--- src/rtl/bbps_pkg.sv ---
// bbps_pkg: types, constants and helper functions for the ball bounce physics step unit.
// Used by bbps_ctrl, bbps_dp, ball_bounce_physics_step_unit and bbps_checker.
`timescale 1ns / 1ps
package bbps_pkg;

    typedef enum logic [2:0] {
        REG_GRAVITY     = 3'd0,
        REG_AIR         = 3'd1,
        REG_GND_REST    = 3'd2,
        REG_WALL_REST   = 3'd3,
        REG_RADIUS      = 3'd4,
        REG_HALF_WIDTH  = 3'd5,
        REG_HEIGHT      = 3'd6,
        REG_NET_HEIGHT  = 3'd7
    } cfg_idx_t;

    typedef enum logic [1:0] {
        FUNC_TICK  = 2'd0,
        FUNC_HIT   = 2'd1,
        FUNC_PLACE = 2'd2,
        FUNC_NONE  = 2'd3
    } func_t;

    typedef enum logic [3:0] {
        STEP_GRAV   = 4'd0,
        STEP_DX     = 4'd1,
        STEP_DY     = 4'd2,
        STEP_K      = 4'd3,
        STEP_DRAG_X = 4'd4,
        STEP_DRAG_Y = 4'd5,
        STEP_GROUND = 4'd6,
        STEP_WALL_R = 4'd7,
        STEP_WALL_L = 4'd8,
        STEP_CEIL   = 4'd9,
        STEP_NET    = 4'd10
    } step_t;

    typedef struct packed {
        logic signed [23:0] gravity;
        logic [15:0]        air;
        logic [15:0]        gnd_rest;
        logic [15:0]        wall_rest;
        logic [15:0]        radius;
        logic [22:0]        half_width;
        logic [22:0]        height;
        logic [22:0]        net_height;
    } cfg_t;

    typedef struct packed {
        func_t              func;
        logic [15:0]        delta_time;
        logic               serving;
        logic               paused;
        logic signed [31:0] hit_vel_x;
        logic signed [31:0] hit_vel_y;
        logic signed [31:0] player_x;
        logic               player_facing;
        logic               player_side;
    } item_t;

    typedef struct packed {
        logic signed [31:0] ball_x;
        logic signed [31:0] ball_y;
        logic signed [31:0] ball_vx;
        logic signed [31:0] ball_vy;
        logic               court_side;
        logic               hit_ground;
        logic               hit_wall;
        logic               hit_net;
        logic               changed_side;
        logic               racket_event;
    } res_t;

    typedef struct packed {
        logic  load;
        logic  start;
        logic  mul;
        logic  apply;
        logic  out_load;
        step_t step;
    } cmd_t;

    typedef struct packed {
        logic tick;
    } sts_t;

    localparam logic signed [31:0] TENTH_Q  = 32'sd6554;
    localparam logic signed [31:0] PLACE_Y  = 32'sd117965;
    localparam logic signed [31:0] PLACE_VY = 32'sd262144;
    localparam logic signed [31:0] Q_ONE    = 32'sd65536;

    function automatic logic signed [31:0] sat32(input logic signed [39:0] v);
        logic signed [31:0] r;
        if (v > 40'sd2147483647)
            r = 32'sh7fffffff;
        else if (v < -40'sd2147483648)
            r = 32'sh80000000;
        else
            r = v[31:0];
        return r;
    endfunction

    // round to nearest, ties up, dropping 16 fraction bits
    function automatic logic signed [35:0] rnd16(input logic signed [51:0] p);
        logic signed [51:0] t;
        t = p + 52'sd32768;
        return t[51:16];
    endfunction

    function automatic logic signed [34:0] rnd17(input logic signed [51:0] p);
        logic signed [51:0] t;
        t = p + 52'sd65536;
        return t[51:17];
    endfunction

endpackage

--- src/rtl/bbps_ctrl.sv ---
// bbps_ctrl: sequencer for the physics step, issues commands to bbps_dp.
// Depends on bbps_pkg.
`timescale 1ns / 1ps
module bbps_ctrl
    import bbps_pkg::*;
(
    input  logic clk,
    input  logic rst_n,
    input  logic in_valid,
    output logic in_ready,
    output logic out_valid,
    input  logic out_ready,
    input  sts_t sts,
    output cmd_t cmd
);

    typedef enum logic [4:0] {
        ST_IDLE  = 5'b00001,
        ST_START = 5'b00010,
        ST_MUL   = 5'b00100,
        ST_APPLY = 5'b01000,
        ST_DONE  = 5'b10000
    } state_t;

    state_t state_reg, state_next;
    step_t  step_reg, step_next;
    logic   out_valid_reg, out_valid_next;

    always_comb
    begin
        state_next     = state_reg;
        step_next      = step_reg;
        out_valid_next = out_valid_reg;
        cmd            = '0;
        cmd.step       = step_reg;
        in_ready       = 1'b0;
        if (out_valid_reg && out_ready)
            out_valid_next = 1'b0;
        unique case (state_reg)
            ST_IDLE:
            begin
                in_ready = 1'b1;
                if (in_valid)
                begin
                    cmd.load   = 1'b1;
                    state_next = ST_START;
                end
            end
            ST_START:
            begin
                cmd.start = 1'b1;
                if (sts.tick)
                begin
                    step_next  = STEP_GRAV;
                    state_next = ST_MUL;
                end
                else
                    state_next = ST_DONE;
            end
            ST_MUL:
            begin
                cmd.mul    = 1'b1;
                state_next = ST_APPLY;
            end
            ST_APPLY:
            begin
                cmd.apply = 1'b1;
                if (step_reg == STEP_NET)
                    state_next = ST_DONE;
                else
                begin
                    step_next  = step_t'(step_reg + 4'd1);
                    state_next = ST_MUL;
                end
            end
            ST_DONE:
            begin
                if (!out_valid_reg || out_ready)
                begin
                    cmd.out_load   = 1'b1;
                    out_valid_next = 1'b1;
                    state_next     = ST_IDLE;
                end
            end
            default:
                state_next = ST_IDLE;
        endcase
    end

    always_ff @(posedge clk or negedge rst_n)
    begin
        if (!rst_n)
        begin
            state_reg     <= ST_IDLE;
            step_reg      <= STEP_GRAV;
            out_valid_reg <= 1'b0;
        end
        else
        begin
            state_reg     <= state_next;
            step_reg      <= step_next;
            out_valid_reg <= out_valid_next;
        end
    end

    assign out_valid = out_valid_reg;

endmodule

--- src/rtl/bbps_dp.sv ---
// bbps_dp: ball state, shared multiplier and the update logic of each step.
// Depends on bbps_pkg; driven by bbps_ctrl.
`timescale 1ns / 1ps
module bbps_dp
    import bbps_pkg::*;
(
    input  logic  clk,
    input  logic  rst_n,
    input  cfg_t  cfg,
    input  item_t item,
    input  cmd_t  cmd,
    output sts_t  sts,
    output res_t  res
);

    logic signed [31:0] px_reg, px_next, py_reg, py_next;
    logic signed [31:0] vx_reg, vx_next, vy_reg, vy_next;
    logic               side_reg, side_next;
    logic signed [31:0] vy0_reg, vy0_next;
    logic [16:0]        k_reg, k_next;
    logic signed [51:0] prod_reg, prod_next;
    item_t              item_reg, item_next;
    logic               fg_reg, fg_next, fw_reg, fw_next, fn_reg, fn_next;
    logic               fc_reg, fc_next, fr_reg, fr_next;
    res_t               res_reg, res_next;

    logic signed [33:0] mul_a;
    logic signed [17:0] mul_b;
    logic signed [35:0] r16;
    logic signed [34:0] r17;
    logic signed [31:0] bnc;
    logic signed [32:0] wall_lim, ceil_lim, diff;
    logic signed [31:0] radius_s;
    logic               nside, let_ball, net_hit;

    assign sts.tick = (item_reg.func == FUNC_TICK) && !item_reg.paused;

    always_comb
    begin
        mul_a = '0;
        mul_b = '0;
        case (cmd.step)
            STEP_GRAV:
            begin
                mul_a = 34'(cfg.gravity);
                mul_b = {2'b00, item_reg.delta_time};
            end
            STEP_DX:
            begin
                mul_a = {vx_reg[31], vx_reg, 1'b0};
                mul_b = {2'b00, item_reg.delta_time};
            end
            STEP_DY:
            begin
                mul_a = 34'(vy0_reg) + 34'(vy_reg);
                mul_b = {2'b00, item_reg.delta_time};
            end
            STEP_K:
            begin
                mul_a = {18'd0, cfg.air};
                mul_b = {2'b00, item_reg.delta_time};
            end
            STEP_DRAG_X:
            begin
                mul_a = 34'(vx_reg);
                mul_b = {1'b0, k_reg};
            end
            STEP_DRAG_Y:
            begin
                mul_a = 34'(vy_reg);
                mul_b = {1'b0, k_reg};
            end
            STEP_GROUND:
            begin
                mul_a = 34'(vy_reg);
                mul_b = {2'b00, cfg.gnd_rest};
            end
            STEP_WALL_R, STEP_WALL_L:
            begin
                mul_a = 34'(vx_reg);
                mul_b = {2'b00, cfg.wall_rest};
            end
            STEP_CEIL:
            begin
                mul_a = 34'(vy_reg);
                mul_b = {2'b00, cfg.wall_rest};
            end
            STEP_NET:
            begin
                mul_a = 34'(vx_reg);
                mul_b = {2'b00, TENTH_Q[15:0]};
            end
            default:
            begin
                mul_a = '0;
                mul_b = '0;
            end
        endcase
    end

    assign r16      = rnd16(prod_reg);
    assign r17      = rnd17(prod_reg);
    assign bnc      = sat32(-(40'(r16)));
    assign radius_s = {16'd0, cfg.radius};
    assign wall_lim = $signed({10'd0, cfg.half_width}) - $signed({17'd0, cfg.radius});
    assign ceil_lim = $signed({10'd0, cfg.height}) - $signed({17'd0, cfg.radius});
    assign diff     = 33'(py_reg) - $signed({10'd0, cfg.net_height});
    assign nside    = !px_reg[31];
    assign let_ball = (diff < 33'sd6554) && (diff > -33'sd6554) && !item_reg.serving
                      && vy_reg[31];
    assign net_hit  = diff[32] && !let_ball;

    always_comb
    begin
        px_next   = px_reg;
        py_next   = py_reg;
        vx_next   = vx_reg;
        vy_next   = vy_reg;
        side_next = side_reg;
        vy0_next  = vy0_reg;
        k_next    = k_reg;
        prod_next = prod_reg;
        item_next = item_reg;
        fg_next   = fg_reg;
        fw_next   = fw_reg;
        fn_next   = fn_reg;
        fc_next   = fc_reg;
        fr_next   = fr_reg;
        res_next  = res_reg;

        if (cmd.load)
        begin
            item_next = item;
            fg_next   = 1'b0;
            fw_next   = 1'b0;
            fn_next   = 1'b0;
            fc_next   = 1'b0;
            fr_next   = 1'b0;
        end

        if (cmd.start)
        begin
            vy0_next = vy_reg;
            case (item_reg.func)
                FUNC_HIT:
                begin
                    vx_next = item_reg.hit_vel_x;
                    vy_next = item_reg.hit_vel_y;
                    fr_next = 1'b1;
                end
                FUNC_PLACE:
                begin
                    px_next   = sat32(40'(item_reg.player_x) +
                                (item_reg.player_facing ? 40'sd6554 : -40'sd6554));
                    py_next   = PLACE_Y;
                    side_next = item_reg.player_side;
                    vx_next   = item_reg.player_facing ? -Q_ONE : Q_ONE;
                    vy_next   = PLACE_VY;
                end
                default:
                    ;
            endcase
        end

        if (cmd.mul)
            prod_next = mul_a * mul_b;

        if (cmd.apply)
        begin
            case (cmd.step)
                STEP_GRAV:
                    vy_next = sat32(40'(vy_reg) + 40'(r16));
                STEP_DX:
                    px_next = sat32(40'(px_reg) + 40'(r17));
                STEP_DY:
                    py_next = sat32(40'(py_reg) + 40'(r17));
                STEP_K:
                    k_next = r16[16:0];
                STEP_DRAG_X:
                    vx_next = sat32(40'(vx_reg) - 40'(r16));
                STEP_DRAG_Y:
                    vy_next = sat32(40'(vy_reg) - 40'(r16));
                STEP_GROUND:
                    if (py_reg < radius_s)
                    begin
                        py_next = radius_s;
                        vy_next = bnc;
                        fg_next = 1'b1;
                    end
                STEP_WALL_R:
                    if (33'(px_reg) > wall_lim)
                    begin
                        px_next = wall_lim[31:0];
                        vx_next = bnc;
                        fw_next = 1'b1;
                    end
                STEP_WALL_L:
                    if (33'(px_reg) < -wall_lim)
                    begin
                        px_next = 32'(-wall_lim);
                        vx_next = bnc;
                        fw_next = 1'b1;
                    end
                STEP_CEIL:
                    if (33'(py_reg) > ceil_lim)
                    begin
                        py_next = ceil_lim[31:0];
                        vy_next = bnc;
                    end
                STEP_NET:
                    if (nside != side_reg)
                    begin
                        if (net_hit)
                        begin
                            vx_next = bnc;
                            px_next = '0;
                            fn_next = 1'b1;
                        end
                        else
                        begin
                            // let: ball skims the net top, falling
                            if (let_ball)
                                vy_next = sat32(-(40'(vy_reg)));
                            side_next = nside;
                            fc_next   = 1'b1;
                        end
                    end
                default:
                    ;
            endcase
        end

        if (cmd.out_load)
        begin
            res_next.ball_x       = px_reg;
            res_next.ball_y       = py_reg;
            res_next.ball_vx      = vx_reg;
            res_next.ball_vy      = vy_reg;
            res_next.court_side   = side_reg;
            res_next.hit_ground   = fg_reg;
            res_next.hit_wall     = fw_reg;
            res_next.hit_net      = fn_reg;
            res_next.changed_side = fc_reg;
            res_next.racket_event = fr_reg;
        end
    end

    always_ff @(posedge clk or negedge rst_n)
    begin
        if (!rst_n)
        begin
            px_reg   <= '0;
            py_reg   <= '0;
            vx_reg   <= '0;
            vy_reg   <= '0;
            side_reg <= 1'b0;
        end
        else
        begin
            px_reg   <= px_next;
            py_reg   <= py_next;
            vx_reg   <= vx_next;
            vy_reg   <= vy_next;
            side_reg <= side_next;
        end
    end

    always_ff @(posedge clk)
    begin
        vy0_reg  <= vy0_next;
        k_reg    <= k_next;
        prod_reg <= prod_next;
        item_reg <= item_next;
        fg_reg   <= fg_next;
        fw_reg   <= fw_next;
        fn_reg   <= fn_next;
        fc_reg   <= fc_next;
        fr_reg   <= fr_next;
        res_reg  <= res_next;
    end

    assign res = res_reg;

endmodule

--- src/rtl/ball_bounce_physics_step_unit.sv ---
// ball_bounce_physics_step_unit: a tick goes from the accepted beat through a start
// state, eleven multiply/apply pairs on the one shared 34x18 multiplier and an output
// load to the result beat. Racket, place, paused-tick and no-op beats go from the start
// state to the output load, which waits while an earlier result is unaccepted. One item
// is worked on at a time; a result waiting in the output register does not block the
// next input beat. rst_n clears the ball state to zero and the config registers to
// their defaults.
`timescale 1ns / 1ps
module ball_bounce_physics_step_unit
    import bbps_pkg::*;
(
    input  logic         clk,
    input  logic         rst_n,
    input  logic         cfg_wr_en,
    input  logic [2:0]   cfg_addr,
    input  logic [23:0]  cfg_wdata,
    input  logic         s_axis_tvalid,
    output logic         s_axis_tready,
    // delta_time, serving, paused, hit_vel_x, hit_vel_y, player_x, player_facing,
    // player_side, zero fill
    input  logic [119:0] s_axis_tdata,
    // func
    input  logic [1:0]   s_axis_tuser,
    output logic         m_axis_tvalid,
    input  logic         m_axis_tready,
    // ball_x, ball_y, ball_vx, ball_vy, court_side, hit_ground, hit_wall, hit_net,
    // changed_side, racket_event, zero fill
    output logic [135:0] m_axis_tdata
);

    cfg_t  cfg_reg, cfg_next;
    item_t item;
    cmd_t  cmd;
    sts_t  sts;
    res_t  res;

    always_comb
    begin
        cfg_next = cfg_reg;
        if (cfg_wr_en)
        begin
            unique case (cfg_idx_t'(cfg_addr))
                REG_GRAVITY:    cfg_next.gravity    = cfg_wdata;
                REG_AIR:        cfg_next.air        = cfg_wdata[15:0];
                REG_GND_REST:   cfg_next.gnd_rest   = cfg_wdata[15:0];
                REG_WALL_REST:  cfg_next.wall_rest  = cfg_wdata[15:0];
                REG_RADIUS:     cfg_next.radius     = cfg_wdata[15:0];
                REG_HALF_WIDTH: cfg_next.half_width = cfg_wdata[22:0];
                REG_HEIGHT:     cfg_next.height     = cfg_wdata[22:0];
                REG_NET_HEIGHT: cfg_next.net_height = cfg_wdata[22:0];
                default:        cfg_next = cfg_reg;
            endcase
        end
    end

    always_ff @(posedge clk or negedge rst_n)
    begin
        if (!rst_n)
        begin
            cfg_reg.gravity    <= -24'sd589824;
            cfg_reg.air        <= 16'd39322;
            cfg_reg.gnd_rest   <= 16'd39322;
            cfg_reg.wall_rest  <= 16'd39322;
            cfg_reg.radius     <= 16'd6554;
            cfg_reg.half_width <= 23'd262144;
            cfg_reg.height     <= 23'd262144;
            cfg_reg.net_height <= 23'd65536;
        end
        else
            cfg_reg <= cfg_next;
    end

    assign item.func          = func_t'(s_axis_tuser);
    assign item.delta_time    = s_axis_tdata[15:0];
    assign item.serving       = s_axis_tdata[16];
    assign item.paused        = s_axis_tdata[17];
    assign item.hit_vel_x     = s_axis_tdata[49:18];
    assign item.hit_vel_y     = s_axis_tdata[81:50];
    assign item.player_x      = s_axis_tdata[113:82];
    assign item.player_facing = s_axis_tdata[114];
    assign item.player_side   = s_axis_tdata[115];

    bbps_ctrl u_ctrl (
        .clk       (clk),
        .rst_n     (rst_n),
        .in_valid  (s_axis_tvalid),
        .in_ready  (s_axis_tready),
        .out_valid (m_axis_tvalid),
        .out_ready (m_axis_tready),
        .sts       (sts),
        .cmd       (cmd)
    );

    bbps_dp u_dp (
        .clk   (clk),
        .rst_n (rst_n),
        .cfg   (cfg_reg),
        .item  (item),
        .cmd   (cmd),
        .sts   (sts),
        .res   (res)
    );

    assign m_axis_tdata = {2'b00, res.racket_event, res.changed_side, res.hit_net,
                           res.hit_wall, res.hit_ground, res.court_side, res.ball_vy,
                           res.ball_vx, res.ball_y, res.ball_x};

endmodule

--- config.mk ---
export PLATFORM = sky130hd
export DESIGN_NAME = ball_bounce_physics_step_unit
export DESIGN_NICKNAME = d
export VERILOG_FILES = /design/src/rtl/bbps_pkg.sv /design/src/rtl/bbps_ctrl.sv /design/src/rtl/bbps_dp.sv /design/src/rtl/ball_bounce_physics_step_unit.sv
export SDC_FILE = /design/constraint.sdc
export NUM_CORES = 2
export LEC_CHECK = 0
export ABC_AREA = 1
export BUFFER_PORTS_ARGS = -buffer_cell sky130_fd_sc_hd__buf_2
export CAP_MARGIN = 10
export CORE_MARGIN = 5
export CORE_UTILIZATION = 35
export DETAILED_ROUTE_END_ITERATION = 16
export HOLD_SLACK_MARGIN = 0.02
export SYNTH_ARGS = -nofsm -noshare
export SYNTH_HDL_FRONTEND = slang
export SYNTH_SLANG_ARGS = --single-unit
--- constraint.sdc ---
create_clock -name clk -period 7.9 [get_ports clk]
set_input_delay 0.79 -clock clk [delete_from_list [all_inputs] [get_ports clk]]
set_output_delay 0.79 -clock clk [all_outputs]
set_load 0.005 [all_outputs]
# Word-level counts from Yosys, hierarchy flattened
# Cells that the tools add are included.
# word_totals
in_bits,154
ff_bits,654
word_cells,241
output_inout_bits,138
# op_classes
n_mul,1
n_addsub,16
n_lt_le_gt_ge,22
n_eq_ne,29
n_reduce_logical,32
muxes,98
# op_table
op,n
two-way mux 32 bit,42
greater-than comparator 40 x 32 -> 1 bit (second input constant),8
less-than comparator 40 x 32 -> 1 bit (second input constant),8
one-hot mux 32 bit (4 select lines),2
one-hot mux 34 bit (6 select lines),1
one-hot mux 32 bit (5 select lines),1
one-hot mux 32 bit (2 select lines),2
one-hot mux 32 bit (3 select lines),1
one-hot mux 17 bit (5 select lines),1
subtractor 32 x 36 -> 37 bit,2
adder 32 x 35 -> 36 bit,2
greater-than comparator 32 x 24 -> 1 bit,2
adder 52 x 17 -> 52 bit (second input constant),1
adder 52 x 18 -> 52 bit (second input constant),1
multiplier 34 x 18 -> 52 bit,1
subtractor 23 x 16 -> 24 bit,2
adder 32 x 40 -> 40 bit,1
two-way mux 40 bit,1
negator 32 -> 40 bit,1
negator 36 -> 40 bit,1
two-way mux 1 bit,38
adder 32 x 36 -> 37 bit,1
adder 32 x 32 -> 33 bit,1
greater-than comparator 33 x 14 -> 1 bit (second input constant),1
other kinds (40),76

# Depth between registers and ports, before layout
# depth
word_depth,11
mapped_depth,47
mapped_depth_nobuf,47

# Cells and area by module
# Synthesis repeated with hierarchy kept, for this count alone.
# hier_totals
hier_cells,10134
area_unflattened_um2,73680.7
# by_module_without_submodules
mod,cells_per_inst,n_inst,seq_area_each_um2,area_each_um2
bbps_dp,9353,1,13477.9,66766.5
ball_bounce_physics_step_unit,707,1,3980.1,6302.3
bbps_ctrl,74,1,251.5,611.8

# Worst setup path after synthesis
# Ideal clock, no wire load.
# synth_timing
kind,flip-flop to flip-flop
start,reg u_dp.vy_reg[1]
end,"reg u_dp.prod_reg[51], data pin"
t_arrival_ns,7.979
n_path_buf,1
path_slack_ns,-0.345
stages_incl_launch_ff,39
path_cell_list,dfrtp_1 -> inv_1 -> fa_1 -> inv_1 -> nand3_1 -> nand2_1 -> nand2_1 -> nand2_1 -> a21oi_1 -> o21ai_0 -> a21boi_0 -> o21ai_0 -> nand4_1 -> nand2_1 -> a21oi_1 -> nand2_1 -> nand3_1 -> nand2_1 -> [3 not listed] -> fa_1 -> fa_1 -> inv_1 -> fa_1 -> inv_1 -> fa_1 -> inv_1 -> fa_1 -> fa_1 -> inv_1 -> ha_1 -> inv_1 -> nor3_1 -> a211oi_1 -> o21ai_0 -> a21oi_1 -> o21ai_0 -> xor2_1
# synth_between
elab_chain_cells,3
# synth_lines
element,line,rtl
start: declaration,bbps_dp.sv:17,"logic signed [31:0] vx_reg, vx_next, vy_reg, vy_next;"
start signal: assignment,bbps_dp.sv:263,vy_reg <= vy_next;
adder 32 x 32 -> 33 bit,bbps_dp.sv:55,mul_a = 34'(vy0_reg) + 34'(vy_reg);
one-hot mux 34 bit (6 select lines) *,bbps_dp.sv:42,case (cmd.step)
multiplier 34 x 18 -> 52 bit *,bbps_dp.sv:166,prod_next = mul_a * mul_b;
end signal: assignment,bbps_dp.sv:272,prod_reg <= prod_next;
end: declaration,bbps_dp.sv:21,"logic signed [51:0] prod_reg, prod_next;"
# Every way passes the cells marked *; elsewhere a longest branch is shown, timed or not.
# A chain may end at the register's enable or synchronous reset.

# Worst setup path after layout
# layout_timing
start,reg u_dp.vy_reg[0]
end,"reg u_dp.prod_reg[46], data pin"
# Same word-level chain as after synthesis.

==> reports/metrics.csv <==
metric;value;unit
CP bufs+invs;10;
min cycle time layout;7910;ps
Synth top area share;15.0;%
crit path max fanout;5;
HPWL reported at the end of detailed placement;287000;um
routed via count;75400;
starting density of the core;35.2;%
antenna violations before repair;24;
ys async rst share;46.3;%
post-synthesis adder-cell area fraction;24.2;%
Largest register FFs;157;
Mapped Area;73000;um^2
Placed Cells;13500;
delay-heaviest family, CP;adder cells;
core area;207000;um^2
post-synthesis compound-gate area fraction;13.0;%
#FFs+latches synth;639;
FMAX;126;MHz
gr busiest metal;met2;
Worst-path clk slew;70;ps
largest net degree at the start of global routing;147;
std cell rows;167;
CP Launch Type;flip-flop;
met1 Usage GRT;43.2;%
largest family of logic cells by synthesized area;adder cells;
slowest cell delay on critical path;570;ps
H-tree levels;3;
Final ANT Viol Nets;0;
skew final;44.9;ps
slew margin rel.;24.4;%
count of different cell masters after synthesis;73;
Area Overhead vs Synth;21.3;%
slowest CP cell;fa_2;
critical path data required time;8350;ps
number of buffers created by CTS;77;
pre-CTS setup slack;-951;ps
root buf cell;clkbuf_16;
synth top area cells;fa_1 (15%), edfxtp_1 (14%), nand2_1 (12%);
failing checks;setup timing;
Synth Area in Simple Gates;24.1;%
cells after synthesis;10000;
MaxCap Viol Count;0;
GR Util All Layers;30.9;%
Nets;12100;
CTS max path bufs;3;
CP Data Arrival Time;8350;ps
Vias/cell;5.48;
period utilization;100;%
Synth Area per Inst;7.29;um^2
number of global-route vias before repair;72400;
Worst setup EP type;flip-flop;
Clock Sinks;639;
global-route wire length before repair;497000;um
Ports;292;
routability cong.;1.08;
share of cells above drive strength 1;16.3;%
Slew Limit Fails;0;
Final Hold Vio Count;0;
die span in x;467;um
fraction of synthesized area in multiplexers;0.0154;%
Tightest Pin Transition;1130;ps
critical path class;flip-flop to flip-flop;
PortBufs;285;
type of the most critical hold path;input port to flip-flop;
grt total ovfl;0;
most numerous cell in the Yosys netlist;nand2_1;
DR WL/cell;25.3;um
largest area contributor in the netlist;fa_1;
Cell Count, Final, Fillers Out;13800;
met2 Use GR;44.9;%
top cells by count, synth;nand2_1 (2422), inv_1 (1661), nor2_1 (1026), o21ai_0 (645), a21oi_1 (600);
final worst slack;-9.77;ps
Synth warnings;0;
Synth Flop Type;edfxtp_1;
CTS tree;yes;
Die Y;467;um
number of DRC markers in iteration 0;9283;
DRC viols;0;
met3 Usage GRT;7.26;%
Routed WL;349000;um
DRT Pass-1 Iters;8;
Final setup viols;3;
die area;218000;um^2
worst hold slack;236;ps
sequential-to-total area share from yosys stat;24.3;%
status;finished, violations left;
clk_lat worst skew;730;ps
RSZ-0062 raised after global routing;yes;
XOR/XNOR Fraction of Synth Area;4.20;%
EDFF count, synth;338;
-- final timing paths --
check,from,endpoint,slack (ps),cells past startpoint
min,s_axis_tdata[77],u_dp.item_reg[61]$_DFFE_PP_,240,1
max reg2reg,u_dp.vy_reg[0]$_DFF_PN0_,u_dp.prod_reg[46]$_DFFE_PN_,-10,39
max in group asynchronous,rst_n,u_dp.vy_reg[18]$_DFF_PN0_,6010,3
max,u_dp.vy_reg[0]$_DFF_PN0_,u_dp.prod_reg[46]$_DFFE_PN_,-10,39
min in group asynchronous,rst_n,cfg_reg[48]$_DFFE_PN0P_,600,2
min reg2reg,u_dp.fg_reg$_DFF_P_,u_dp.res[4]$_DFFE_PP_,430,0
-- cell type report --
type	count	area (um^2)
well taps	2788	3490
fillers	21200	119000
repair buffers	1081	8170
clock inverters	51	606
diodes	5	12.5
multi-input cells	7419	50200
flip-flops and latches	639	17700
clock buffers	93	2060
inverters	1684	6370
-- cell families after synthesis --
| kind of cell | count (synthesis) |
|---|---|
| buffers and inverters | 1960 |
| AND/OR/NAND/NOR | 4294 |
| multiplexers | 1 |
| other | 1 |
| flip-flops | 639 |
| adder cells (fa/ha/maj) | 1086 |
| XOR/XNOR | 350 |
| AO/OA/AOI/OAI | 1686 |
-- routing by layer --
metal  wire [um]  share of wire [%]
met1      149000                 43
met3       36300                 10
met5          71              0.020
met4       19600                5.6
met2      144000                 41
-- per-stage QoR --
step	TNS, ps	util, %	area [um^2]
6_report	-23.1	42.7	88600
5_1_grt	-4460	42.7	88600
4_1_cts	-41.2	41.9	86900
3_5_place_dp	-18130	39.9	82700
3_3_place_gp	-17100	39.9	82700
2_1_floorplan	-2.54	-	73000
-- cells in the final DEF (no fill, tap or decap), types with 61 or more instances in the layout --
master / netlist / routed
xor2_1: 261 / 255
nor2_1: 1026 / 966
xnor2_1: 89 / 86
a21oi_1: 600 / 529
o21ai_0: 645 / 601
nand4_1: 144 / 144
buf_2: 3 / 284
buf_6: 1 / 61
inv_2: 8 / 88
o22ai_1: 65 / 65
fa_1: 548 / 516
buf_4: 11 / 690
ha_1: 538 / 494
dfrtp_1: 254 / 253
clkbuf_16: 0 / 79
nand2_1: 2422 / 2358
nand3_1: 469 / 454
nor3_1: 94 / 84
edfxtp_1: 338 / 338
inv_1: 1661 / 1569
-- worst reg2reg max path: cells and delay by family (launching register included) --
| family | cells | cell delay, ps |
|---|---|---|
| AOI/OAI and AO/OA | 9 | 1220 |
| and+or+nand+nor | 10 | 940 |
| adders and majority gates | 9 | 3840 |
| DFF | 1 | 350 |
| buffers and inverters | 10 | 1220 |
| xor gates and xnor gates | 1 | 110 |
-- what timing repair did --
action                                  CTS  global route
endpoints found under the hold margin    40             0
endpoints found under the setup margin   36            33
buffers inserted                         36            47
hold buffers                              1             0
cloned                                    3             0
resized for setup                       317           362
pin swaps                               173           249
Power is left out: the tool's default activity adds up to more than one toggle a clock period on the data nets, which glitch-free logic cannot reach.
